[config.mk]
export PLATFORM = sky130hd
export DESIGN_NAME = i2c_register_master_top
export DESIGN_NICKNAME = d
export VERILOG_FILES = /design/src/sv/i2crm_pkg.sv /design/src/sv/i2c_register_master_top.sv /design/src/sv/i2crm_front.sv /design/src/sv/i2crm_engine.sv
export VERILOG_INCLUDE_DIRS = /design/src /design/src/sv
export SDC_FILE = /design/constraint.sdc
export NUM_CORES = 2
export LEC_CHECK = 0
export ABC_AREA = 1
export BUFFER_PORTS_ARGS = -buffer_cell sky130_fd_sc_hd__clkbuf_2
export CAP_MARGIN = 20
export CORE_ASPECT_RATIO = 0.75
export CORE_UTILIZATION = 37
export CTS_CLUSTER_SIZE = 14
export DETAILED_ROUTE_END_ITERATION = 16
export PLACE_DENSITY = 0.6
export SLEW_MARGIN = 10
export SYNTH_ARGS = -nofsm -noshare
export SYNTH_HDL_FRONTEND = slang
export SYNTH_HIERARCHICAL = 1
export SYNTH_SLANG_ARGS = --single-unit
[constraint.sdc]
create_clock -name i_clk -period 4.3 [get_ports i_clk]
set_input_delay 0.86 -clock i_clk [delete_from_list [all_inputs] [get_ports i_clk]]
set_output_delay 0.86 -clock i_clk [all_outputs]
set_load 0.02 [all_outputs]
[src/sv/i2c_register_master_top_assert.svh]
// ----------------------------------------------------------------------------
// I2C register master assertion macros
// Shared concurrent assertion forms for the I2C register master.
// ----------------------------------------------------------------------------
`ifndef I2C_REGISTER_MASTER_TOP_ASSERT_SVH
`define I2C_REGISTER_MASTER_TOP_ASSERT_SVH

// antecedent holds -> consequent holds in the same cycle
`define I2CRM_ASSERT_IMP(label, clk, rst_n, ante, cons, msg) \
    label: assert property (@(posedge clk) disable iff (!rst_n) (ante) |-> (cons)) \
        else $error(msg);

// antecedent holds -> consequent holds in the next cycle
`define I2CRM_ASSERT_NEXT(label, clk, rst_n, ante, cons, msg) \
    label: assert property (@(posedge clk) disable iff (!rst_n) (ante) |=> (cons)) \
        else $error(msg);

`endif

[src/sv/i2crm_pkg.sv]
// ----------------------------------------------------------------------------
// I2C register master package
// Types, constants and codes shared by the I2C register master modules.
// ----------------------------------------------------------------------------
`default_nettype none
package i2crm_pkg;

    localparam int unsigned BufDepth = 256;
    localparam int unsigned BufAw    = 8;
    localparam int unsigned CntW     = 9;

    localparam logic [9:0] HalfPeriodRst = 10'd15;
    localparam logic [9:0] AckWaitRst    = 10'd500;

    typedef enum logic [1:0] {
        K_TICK  = 2'd0,
        K_LOAD  = 2'd1,
        K_WRITE = 2'd2,
        K_READ  = 2'd3
    } t_kind;

    typedef enum logic [1:0] {
        ST_OK     = 2'd0,
        ST_BUSY   = 2'd1,
        ST_NOACK  = 2'd2,
        ST_UNUSED = 2'd3
    } t_status;

    typedef enum logic [1:0] {
        STG_ADDR  = 2'd0,
        STG_REG   = 2'd1,
        STG_DATA  = 2'd2,
        STG_RADDR = 2'd3
    } t_stage;

    localparam int unsigned RegHalf = 0;
    localparam int unsigned RegAck  = 1;

    typedef enum logic [15:0] {
        PH_IDLE = 16'h0001,
        PH_ST1  = 16'h0002,
        PH_ST2  = 16'h0004,
        PH_ST3  = 16'h0008,
        PH_ST4  = 16'h0010,
        PH_SBH  = 16'h0020,
        PH_SBL  = 16'h0040,
        PH_AKP  = 16'h0080,
        PH_AKH  = 16'h0100,
        PH_AKL  = 16'h0200,
        PH_RBH  = 16'h0400,
        PH_RBL  = 16'h0800,
        PH_KAH  = 16'h1000,
        PH_KAL  = 16'h2000,
        PH_SP1  = 16'h4000,
        PH_SP2  = 16'h8000
    } t_phase;

    typedef struct packed {
        logic [7:0] write_byte;
        logic [7:0] byte_count;
        logic [7:0] register_address;
        logic [7:0] device_address;
        logic       sda_in;
        t_kind      kind;
    } t_item;

    typedef struct packed {
        t_status    status;
        logic       done_res;
        logic       busy_res;
        logic       read_valid;
        logic [7:0] read_byte;
        logic       sda_release;
        logic       scl_level;
    } t_result;

    typedef struct packed {
        logic [9:0] half_period_ticks;
        logic [9:0] ack_wait_limit;
    } t_cfg;

endpackage
`default_nettype wire

[src/sv/i2c_register_master_top.sv]
// ----------------------------------------------------------------------------
// I2C register master top level
// Stream command/tick input, stream result output, APB configuration.
// ----------------------------------------------------------------------------
// An item taken on the slave side passes the queue stage, then the result
// register, before its result reaches the master side; one item per cycle while
// the master side is ready. The bit engine handles one item per cycle unless
// stalled; the two-entry queue and the result register let either side stall independently.
// Reset (synchronous, active low) idles the engine with SCL and SDA released,
// clears the write buffer valid bits and restores the registers to 15 and 500.
`default_nettype none
module i2c_register_master_top (
    input  wire logic        i_clk,
    input  wire logic        i_rst_n,
    input  wire logic        s_axis_tvalid,
    output logic             s_axis_tready,
    // [0] sda_in, [8:1] device_address, [16:9] register_address,
    // [24:17] byte_count, [32:25] write_byte, [39:33] zero
    input  wire logic [39:0] s_axis_tdata,
    // [1:0] kind
    input  wire logic [1:0]  s_axis_tuser,
    output logic             m_axis_tvalid,
    input  wire logic        m_axis_tready,
    // [0] scl_level, [1] sda_release, [9:2] read_byte, [10] read_valid,
    // [11] busy_res, [12] done_res, [14:13] status, [15] zero
    output logic [15:0]      m_axis_tdata,
    input  wire logic        psel,
    input  wire logic        penable,
    input  wire logic        pwrite,
    input  wire logic [2:0]  paddr,
    input  wire logic [31:0] pwdata,
    output logic [31:0]      prdata,
    output logic             pready
);

    i2crm_pkg::t_cfg    r_cfg;
    logic               w_q_valid, w_q_pop, w_wr;
    i2crm_pkg::t_item   w_q_item;
    i2crm_pkg::t_result w_res;

    assign pready = 1'b1;
    assign w_wr   = psel && penable && pwrite && pready;

    always_ff @(posedge i_clk) begin
        if (!i_rst_n) begin
            r_cfg.half_period_ticks <= i2crm_pkg::HalfPeriodRst;
            r_cfg.ack_wait_limit    <= i2crm_pkg::AckWaitRst;
        end else if (w_wr) begin
            if (paddr == 3'(4 * i2crm_pkg::RegHalf)) r_cfg.half_period_ticks <= pwdata[9:0];
            if (paddr == 3'(4 * i2crm_pkg::RegAck))  r_cfg.ack_wait_limit    <= pwdata[9:0];
        end
    end

    always_comb begin
        prdata = 32'd0;
        if (paddr == 3'(4 * i2crm_pkg::RegHalf)) prdata = {22'd0, r_cfg.half_period_ticks};
        else if (paddr == 3'(4 * i2crm_pkg::RegAck)) prdata = {22'd0, r_cfg.ack_wait_limit};
    end

    i2crm_front u_front (
        .i_clk     (i_clk),
        .i_rst_n   (i_rst_n),
        .i_valid   (s_axis_tvalid),
        .o_ready   (s_axis_tready),
        .i_data    (s_axis_tdata),
        .i_user    (s_axis_tuser),
        .o_q_valid (w_q_valid),
        .o_q_item  (w_q_item),
        .i_q_pop   (w_q_pop)
    );

    i2crm_engine u_engine (
        .i_clk     (i_clk),
        .i_rst_n   (i_rst_n),
        .i_cfg     (r_cfg),
        .i_q_valid (w_q_valid),
        .i_q_item  (w_q_item),
        .o_q_pop   (w_q_pop),
        .o_valid   (m_axis_tvalid),
        .i_ready   (m_axis_tready),
        .o_res     (w_res)
    );

    assign m_axis_tdata = {1'b0, w_res};

endmodule
`default_nettype wire

[src/sv/i2crm_front.sv]
// ----------------------------------------------------------------------------
// I2C register master front end
// Accepts stream items, decodes them and queues them for the bit engine.
// ----------------------------------------------------------------------------
`default_nettype none
module i2crm_front (
    input  wire logic            i_clk,
    input  wire logic            i_rst_n,
    input  wire logic            i_valid,
    output logic                 o_ready,
    input  wire logic [39:0]     i_data,
    input  wire logic [1:0]      i_user,
    output logic                 o_q_valid,
    output i2crm_pkg::t_item     o_q_item,
    input  wire logic            i_q_pop
);

    i2crm_pkg::t_item r_q [2];
    logic             r_wp, n_wp;
    logic             r_rp, n_rp;
    logic [1:0]       r_cnt, n_cnt;
    i2crm_pkg::t_item w_item;
    logic             w_push;

    always_comb begin
        w_item.kind             = i2crm_pkg::t_kind'(i_user);
        w_item.sda_in           = i_data[0];
        w_item.device_address   = i_data[8:1];
        w_item.register_address = i_data[16:9];
        w_item.byte_count       = i_data[24:17];
        w_item.write_byte       = i_data[32:25];
    end

    assign o_ready   = (r_cnt != 2'd2);
    assign w_push    = i_valid && o_ready;
    assign o_q_valid = (r_cnt != 2'd0);
    assign o_q_item  = r_q[r_rp];

    always_comb begin
        n_wp  = r_wp ^ w_push;
        n_rp  = r_rp ^ (i_q_pop && o_q_valid);
        n_cnt = r_cnt + 2'(w_push) - 2'(i_q_pop && o_q_valid);
    end

    always_ff @(posedge i_clk) begin
        if (!i_rst_n) begin
            r_wp  <= 1'b0;
            r_rp  <= 1'b0;
            r_cnt <= 2'd0;
        end else begin
            r_wp  <= n_wp;
            r_rp  <= n_rp;
            r_cnt <= n_cnt;
        end
    end

    always_ff @(posedge i_clk) begin
        if (w_push) begin
            r_q[r_wp] <= w_item;
        end
    end

endmodule
`default_nettype wire

[src/sv/i2crm_engine.sv]
// ----------------------------------------------------------------------------
// I2C register master bit engine
// Runs START, byte send, ACK poll, byte receive and STOP; holds write buffer.
// ----------------------------------------------------------------------------
`default_nettype none
`include "i2c_register_master_top_assert.svh"
module i2crm_engine (
    input  wire logic              i_clk,
    input  wire logic              i_rst_n,
    input  wire i2crm_pkg::t_cfg   i_cfg,
    input  wire logic              i_q_valid,
    input  wire i2crm_pkg::t_item  i_q_item,
    output logic                   o_q_pop,
    output logic                   o_valid,
    input  wire logic              i_ready,
    output i2crm_pkg::t_result     o_res
);

    i2crm_pkg::t_phase r_phase, n_phase;
    logic        r_scl, n_scl;
    logic        r_sda, n_sda;
    logic        r_is_read, n_is_read;
    i2crm_pkg::t_stage r_stage, n_stage;
    logic [7:0]  r_dev, n_dev;
    logic [7:0]  r_reg, n_reg;
    logic [7:0]  r_count, n_count;
    logic [7:0]  r_idx, n_idx;
    logic [7:0]  r_shreg, n_shreg;
    logic [3:0]  r_bitn, n_bitn;
    logic [9:0]  r_ticks, n_ticks;
    logic [9:0]  r_polls, n_polls;
    i2crm_pkg::t_status r_err, n_err;
    logic [i2crm_pkg::CntW-1:0] r_load_cnt, n_load_cnt;

    logic [7:0]  r_mem [i2crm_pkg::BufDepth];
    logic [i2crm_pkg::BufDepth-1:0] r_mvalid;
    logic [7:0]  r_rdata;
    logic        r_rdv;
    logic [7:0]  w_wbyte;

    logic        r_out_valid;
    i2crm_pkg::t_result r_out;
    i2crm_pkg::t_result w_res;

    logic        w_step, w_load;
    logic [9:0]  w_hp, w_lim;
    logic [10:0] w_tick1, w_poll1;
    logic        f_send, f_stop, f_recv, f_start;
    logic [7:0]  f_byte;
    logic [7:0]  w_sh_rx;
    logic [3:0]  w_bit1;
    logic [7:0]  w_idx1;
    logic        o_rv, o_dn;
    i2crm_pkg::t_status o_st;

    assign o_q_pop = i_q_valid && (!r_out_valid || i_ready);
    assign w_step  = o_q_pop;
    assign w_hp    = (i_cfg.half_period_ticks == 10'd0) ? 10'd1 : i_cfg.half_period_ticks;
    assign w_lim   = (i_cfg.ack_wait_limit == 10'd0) ? 10'd1 : i_cfg.ack_wait_limit;
    assign w_tick1 = {1'b0, r_ticks} + 11'd1;
    assign w_poll1 = {1'b0, r_polls} + 11'd1;
    assign w_sh_rx = {r_shreg[6:0], i_q_item.sda_in};
    assign w_bit1  = r_bitn + 4'd1;
    assign w_idx1  = r_idx + 8'd1;
    assign w_wbyte = r_rdv ? r_rdata : 8'h00;
    assign w_load  = w_step && (i_q_item.kind == i2crm_pkg::K_LOAD) &&
                     (r_phase == i2crm_pkg::PH_IDLE) &&
                     (r_load_cnt < i2crm_pkg::CntW'(i2crm_pkg::BufDepth));

    always_comb begin
        n_phase = r_phase;  n_scl = r_scl;  n_sda = r_sda;
        n_is_read = r_is_read;  n_stage = r_stage;
        n_dev = r_dev;  n_reg = r_reg;  n_count = r_count;  n_idx = r_idx;
        n_shreg = r_shreg;  n_bitn = r_bitn;  n_ticks = r_ticks;
        n_polls = r_polls;  n_err = r_err;  n_load_cnt = r_load_cnt;
        f_send = 1'b0;  f_stop = 1'b0;  f_recv = 1'b0;  f_start = 1'b0;
        f_byte = 8'h00;
        o_rv = 1'b0;  o_dn = 1'b0;  o_st = i2crm_pkg::ST_OK;

        if (w_step) begin
            if (i_q_item.kind == i2crm_pkg::K_TICK) begin
                if (r_phase == i2crm_pkg::PH_AKP) begin
                    if (!i_q_item.sda_in) begin
                        n_phase = i2crm_pkg::PH_AKH;
                        n_ticks = 10'd0;
                    end else begin
                        n_polls = w_poll1[9:0];
                        if (w_poll1 >= {1'b0, w_lim}) begin
                            n_err  = i2crm_pkg::ST_NOACK;
                            f_stop = 1'b1;
                        end
                    end
                end else if (r_phase != i2crm_pkg::PH_IDLE) begin
                    if (w_tick1 < {1'b0, w_hp}) begin
                        n_ticks = w_tick1[9:0];
                    end else begin
                        n_ticks = 10'd0;
                        unique case (r_phase)
                            i2crm_pkg::PH_ST1: begin
                                n_scl = 1'b1;  n_phase = i2crm_pkg::PH_ST2;
                            end
                            i2crm_pkg::PH_ST2: begin
                                if (!i_q_item.sda_in) begin
                                    n_err = i2crm_pkg::ST_BUSY;  f_stop = 1'b1;
                                end else begin
                                    n_sda = 1'b0;  n_phase = i2crm_pkg::PH_ST3;
                                end
                            end
                            i2crm_pkg::PH_ST3: begin
                                n_scl = 1'b0;  n_phase = i2crm_pkg::PH_ST4;
                            end
                            i2crm_pkg::PH_ST4: begin
                                f_send = 1'b1;
                                if (r_stage == i2crm_pkg::STG_RADDR) begin
                                    f_byte = r_dev + 8'd1;
                                end else begin
                                    n_stage = i2crm_pkg::STG_ADDR;  f_byte = r_dev;
                                end
                            end
                            i2crm_pkg::PH_SBH: begin
                                n_scl = 1'b0;  n_phase = i2crm_pkg::PH_SBL;
                            end
                            i2crm_pkg::PH_SBL: begin
                                n_shreg = {r_shreg[6:0], 1'b0};
                                n_bitn  = w_bit1;
                                n_scl   = 1'b1;
                                if (w_bit1 < 4'd8) begin
                                    n_sda = r_shreg[6];  n_phase = i2crm_pkg::PH_SBH;
                                end else begin
                                    n_sda = 1'b1;  n_polls = 10'd0;
                                    n_phase = i2crm_pkg::PH_AKP;
                                end
                            end
                            i2crm_pkg::PH_AKH: begin
                                n_scl = 1'b0;  n_phase = i2crm_pkg::PH_AKL;
                            end
                            i2crm_pkg::PH_AKL: begin
                                if (r_stage == i2crm_pkg::STG_ADDR) begin
                                    n_stage = i2crm_pkg::STG_REG;
                                    f_send = 1'b1;  f_byte = r_reg;
                                end else if (r_stage == i2crm_pkg::STG_RADDR) begin
                                    if (r_count == 8'd0) f_stop = 1'b1;
                                    else f_recv = 1'b1;
                                end else if (r_is_read) begin
                                    n_stage = i2crm_pkg::STG_RADDR;  f_start = 1'b1;
                                end else if (r_idx < r_count) begin
                                    // buffer byte was prefetched at address r_idx
                                    n_idx = w_idx1;  n_stage = i2crm_pkg::STG_DATA;
                                    f_send = 1'b1;  f_byte = w_wbyte;
                                end else begin
                                    f_stop = 1'b1;
                                end
                            end
                            i2crm_pkg::PH_RBH: begin
                                n_shreg = w_sh_rx;  n_bitn = w_bit1;
                                if (w_bit1 >= 4'd8) o_rv = 1'b1;
                                n_scl = 1'b0;  n_phase = i2crm_pkg::PH_RBL;
                            end
                            i2crm_pkg::PH_RBL: begin
                                n_scl = 1'b1;
                                if (r_bitn < 4'd8) begin
                                    n_phase = i2crm_pkg::PH_RBH;
                                end else begin
                                    n_idx = w_idx1;
                                    n_sda = (w_idx1 >= r_count);
                                    n_phase = i2crm_pkg::PH_KAH;
                                end
                            end
                            i2crm_pkg::PH_KAH: begin
                                n_scl = 1'b0;  n_phase = i2crm_pkg::PH_KAL;
                            end
                            i2crm_pkg::PH_KAL: begin
                                if (r_idx < r_count) f_recv = 1'b1;
                                else f_stop = 1'b1;
                            end
                            i2crm_pkg::PH_SP1: begin
                                n_scl = 1'b1;  n_phase = i2crm_pkg::PH_SP2;
                            end
                            i2crm_pkg::PH_SP2: begin
                                n_sda = 1'b1;  n_phase = i2crm_pkg::PH_IDLE;
                                o_dn = 1'b1;  o_st = r_err;
                            end
                            default: begin
                                n_phase = i2crm_pkg::PH_IDLE;  n_scl = 1'b1;  n_sda = 1'b1;
                            end
                        endcase
                    end
                end
            end else if (r_phase == i2crm_pkg::PH_IDLE) begin
                if (i_q_item.kind == i2crm_pkg::K_LOAD) begin
                    if (w_load) n_load_cnt = r_load_cnt + i2crm_pkg::CntW'(1);
                end else begin
                    n_dev     = i_q_item.device_address;
                    n_reg     = i_q_item.register_address;
                    n_count   = i_q_item.byte_count;
                    n_is_read = (i_q_item.kind == i2crm_pkg::K_READ);
                    if (i_q_item.kind != i2crm_pkg::K_READ) n_load_cnt = '0;
                    n_idx   = 8'd0;
                    n_err   = i2crm_pkg::ST_OK;
                    n_stage = i2crm_pkg::STG_ADDR;
                    f_start = 1'b1;
                end
            end
        end

        if (f_send) begin
            n_shreg = f_byte;  n_bitn = 4'd0;  n_scl = 1'b1;  n_sda = f_byte[7];
            n_phase = i2crm_pkg::PH_SBH;  n_ticks = 10'd0;
        end
        if (f_stop) begin
            n_sda = 1'b0;  n_scl = 1'b0;  n_phase = i2crm_pkg::PH_SP1;  n_ticks = 10'd0;
        end
        if (f_recv) begin
            n_sda = 1'b1;  n_scl = 1'b1;  n_shreg = 8'h00;  n_bitn = 4'd0;
            n_phase = i2crm_pkg::PH_RBH;  n_ticks = 10'd0;
        end
        if (f_start) begin
            n_sda = 1'b1;  n_phase = i2crm_pkg::PH_ST1;  n_ticks = 10'd0;
        end
    end

    always_comb begin
        w_res.scl_level   = n_scl;
        w_res.sda_release = n_sda;
        w_res.read_valid  = o_rv;
        w_res.read_byte   = o_rv ? w_sh_rx : 8'h00;
        w_res.busy_res    = (n_phase != i2crm_pkg::PH_IDLE);
        w_res.done_res    = o_dn;
        w_res.status      = o_dn ? o_st : i2crm_pkg::ST_OK;
    end

    always_ff @(posedge i_clk) begin
        if (!i_rst_n) begin
            r_phase <= i2crm_pkg::PH_IDLE;
            r_scl <= 1'b1;  r_sda <= 1'b1;
            r_is_read <= 1'b0;  r_stage <= i2crm_pkg::STG_ADDR;
            r_dev <= 8'd0;  r_reg <= 8'd0;  r_count <= 8'd0;  r_idx <= 8'd0;
            r_shreg <= 8'd0;  r_bitn <= 4'd0;  r_ticks <= 10'd0;  r_polls <= 10'd0;
            r_err <= i2crm_pkg::ST_OK;  r_load_cnt <= '0;
            r_mvalid <= '0;
            r_out_valid <= 1'b0;
        end else begin
            r_phase <= n_phase;  r_scl <= n_scl;  r_sda <= n_sda;
            r_is_read <= n_is_read;  r_stage <= n_stage;
            r_dev <= n_dev;  r_reg <= n_reg;  r_count <= n_count;  r_idx <= n_idx;
            r_shreg <= n_shreg;  r_bitn <= n_bitn;  r_ticks <= n_ticks;
            r_polls <= n_polls;  r_err <= n_err;  r_load_cnt <= n_load_cnt;
            if (w_load) r_mvalid[r_load_cnt[i2crm_pkg::BufAw-1:0]] <= 1'b1;
            if (w_step) r_out_valid <= 1'b1;
            else if (i_ready) r_out_valid <= 1'b0;
        end
    end

    always_ff @(posedge i_clk) begin
        if (w_load) r_mem[r_load_cnt[i2crm_pkg::BufAw-1:0]] <= i_q_item.write_byte;
        r_rdata <= r_mem[r_idx];
        r_rdv   <= r_mvalid[r_idx];
        if (w_step) r_out <= w_res;
    end

    assign o_valid = r_out_valid;
    assign o_res   = r_out;

    `I2CRM_ASSERT_IMP(a_idle_released, i_clk, i_rst_n, r_phase == i2crm_pkg::PH_IDLE,
        r_scl && r_sda, "bus not released while idle")
    `I2CRM_ASSERT_IMP(a_done_not_busy, i_clk, i_rst_n, r_out_valid && r_out.done_res,
        !r_out.busy_res, "done reported while still busy")
    `I2CRM_ASSERT_IMP(a_read_busy, i_clk, i_rst_n, r_out_valid && r_out.read_valid,
        r_out.busy_res, "read byte outside a transaction")
    `I2CRM_ASSERT_IMP(a_status_done, i_clk, i_rst_n,
        r_out_valid && (r_out.status != i2crm_pkg::ST_OK), r_out.done_res,
        "status without done")
    `I2CRM_ASSERT_NEXT(a_out_hold, i_clk, i_rst_n, r_out_valid && !i_ready,
        r_out_valid, "result dropped while stalled")

endmodule
`default_nettype wire
==> impl_metrics.ini <==
[status]
status = finished, final reports clean

[critical_path]
reg2reg_from = u_engine/r_ticks[0]$_SDFFE_PP0P_
crit_path_start_kind = flop
worst_path_largest_cell_delay_ns = 0.39
path_max_fanout = 13
r2r-end = u_engine/o_res[11]$_DFFE_PP_
crit_chain = and3_1, inv_1, nor2_1, inv_1, nor2_1, nand3_1, xnor2_1, ha_1, and3_1, nand4_1, nor2_1, nand2_2, nand2_2, buf_4, nand2_1, a21oi_1, nor2_1, a21oi_1, nand3_1, nor2_1, nand2_1
path_delay_family = simple AND/OR/NAND/NOR gates
slowest_stage = dfxtp_1
crit_type = reg -> reg
cp-end-kind = flop
startpoint = u_engine/r_ticks[0]$_SDFFE_PP0P_
critPathBufInv = 3
r2r_slack_ns = 0.51
cp_num_cells = 21
reg2reg_depth = 21
worstSetupEndpoint = u_engine/o_res[11]$_DFFE_PP_
critical_path_required_ns = 4.94
worst_path_most_repeated_cell = nor2_1
cp.arrival_ns = 4.43

[global_routing]
grt_pass1_vias = 65133
gr-total-overflow = 0
gr-usage-met3 = 0.04323
antenna_found_initial = 8
grt_pass1_wl_mm = 430.4
busiest_layer = met1
grt_use_met1 = 0.3074
use_met2 = 0.2924
grt_start_max_net_pins = 155
grt_usage = 0.2027

[die]
dieWidth_um = 609.4
rows = 166
die_h_um = 457.5
start_util = 0.3737
dieArea_um2 = 278800
core_um2 = 274000
pin_count = 135

[drt]
vias = 69926
dr.first_iter.drc_count = 9382
vias_per_cell = 5.640
first_pass_iters = 6
wirelength_mm = 292.2
drtAntennaViolNets = 0
drc = 0
wl_per_cell_um = 23.57

[clocking]
cts.repair.resized = 0
post_cts_buffers = 0
numCtsBuffers = 235
h-tree-depth = 4
insertion_delay_ns = 0.90
cts_tree = done
clk_pin_slew_ns = 0.07
root_buffer = clkbuf_16
clock_path_buffers = 4
clock-sinks = 2519
cts_hold_buf = 0

[finish]
fin_area_um2 = 114900
area_delta_synth_final_pct = 12.21
post-route-util = 0.4193
stdcell_count = 12399
final_nets = 8719
layout_common_cells = edfxtp_1, nor2_1, o21ai_0, nand3_1, dfxtp_1
largest_reg_flops = 2048
drive_above_1_share = 0.1079
mostFrequentLayoutCell = edfxtp_1

[placement]
dpl.hpwl_mm = 170.4
place_area_um2 = 107300
place_congestion = 0.9206
dp_cells = 11962
io_buffers = 81

[timing]
timing.final.crit_share = 0.8813
rsz0062_at_grt = no
holdWs_ns = 0.1523
max_slew_margin = 0.1682
fin_crit_ns = 3.790
setup_violations = 0
worst_slew_pin_slew_ns = 1.246
hold_viol = 0
fmax_mhz = 263.9
drv_slew = 0
tns_ns = 0
skew_ns = 0.06669

[power_and_ir_drop]
power_density_nw_per_um2 = 640.2
internal-power_w = 0.04639
leakage_nw = 37.53
clkPwrFrac = 0.280
p_seq_frac = 0.399
ir_drop_mv = 0.7283
comb_power_share = 0.321
power.switching_w = 0.02715
sw_frac_of_total = 0.3691

[logic_synthesis]
yosys_warnings = 6
ys_seq_elements = 2519
synth_top_area_share = 0.6257
syn_area_um2 = 102400
syn_inst = 8597
synth_cell_type_count = 58
yosysTopAreaCell = edfxtp_1
syn_avg_cell_area_um2 = 11.91
synth-seq-area-share = 0.7012
ys_top_cells_by_area = edfxtp_1, dfxtp_1, nor2_1

[job]
max-cap-violations = 0

[worst_hold_path]
hold_path_depth = 1
hold_path_class = in -> reg
-- cell usage after synthesis (all sizes together) --
master / number
and3: 7
xnor2: 7
clkinv: 1
nor4: 4
o2111ai: 2
a211oi: 22
inv: 220
o21ai: 1189
a21o: 1
buf: 209
and2: 1
a22oi: 1
nor3b: 4
o22ai: 254
a31oi: 10
or2: 3
nand3: 400
a21boi: 1
nor3: 25
xor2: 17
o221ai: 264
mux2: 35
conb: 2
o21bai: 2
nand3b: 5
o211ai: 316
mux2i: 32
dfxtp: 386
nand4: 34
o21a: 2
nor2: 2159
a21oi: 83
clkbuf: 409
edfxtp: 2133
nand2: 310
a31o: 1
ha: 46
-- worst min-delay path by stage --
stage	start	to	slack (ns)
final	s_axis_tdata[3]	u_front/r_q[0][5]$_DFFE_PP_	0.15
after global routing	s_axis_tdata[13]	u_front/r_q[1][15]$_DFFE_PP_	0.11
after CTS	s_axis_tdata[3]	u_front/r_q[0][5]$_DFFE_PP_	0.09
after detailed placement	u_engine/r_mvalid[185]$_SDFFE_PN0P_	u_engine/r_mvalid[185]$_SDFFE_PN0P_	0.45
after global placement	u_engine/r_mvalid[223]$_SDFFE_PN0P_	u_engine/r_mvalid[223]$_SDFFE_PN0P_	0.44
after floorplan	u_engine/r_err[0]$_SDFFE_PN0P_	u_engine/r_err[0]$_SDFFE_PN0P_	0.43
-- metal layers --
| metal | part of all wire | vias to the layer above |
|---|---|---|
| met5 | 0 | - |
| li1 | - | 31390 |
| met1 | 0.45 | 34982 |
| met3 | 0.10 | 435 |
| met4 | 0.025 | 0 |
| met2 | 0.43 | 3119 |
-- power by group through the flow --
stage	sequential, W	clock, W	combinational [W]
floorplan	0.0298	0	0.0138
global placement	0.0298	0	0.0225
detailed placement	0.0299	0	0.0230
CTS	0.0293	0.0209	0.0230
global route	0.0294	0.0219	0.0252
finish	0.0293	0.0206	0.0236
-- cell families (layout without fill, tap and decap cells) --
group | after synthesis | in the layout | share of synthesized area
DFF | 2519 | 2519 | 0.7012
adders and majority gates | 46 | 46 | 0.005623
muxes | 67 | 67 | 0.008079
xor gates and xnor gates | 24 | 24 | 0.002053
and+or+nand+nor | 2952 | 2952 | 0.1209
AOI/OAI and AO/OA | 2148 | 2148 | 0.1269
buffers and inverters | 839 | 1004 | 0.03518
other | 2 | 27 | 0.00007337
-- metrics by stage --
stage | setup WS, ns | power [W]
finish | 0.5104 | 0.07354
global route | 0.08098 | 0.07638
CTS | 0.4237 | 0.07327
detailed placement | 0.4943 | 0.05282
global placement | 0.4093 | 0.05237
floorplan | 1.185 | 0.04362
-- layout make-up --
cell class	count	area, um2
Antenna cell	3	7.507
Clock buffer	356	6758
Clock inverter	76	730.7
Fill cell	25061	159100
Inverter	221	869.6
Multi-Input combinational cell	5261	27180
Sequential cell	2519	71800
Tap cell	3612	4519
Timing Repair Buffer	351	3003
Note: power is estimated with default switching activity, not from simulation.
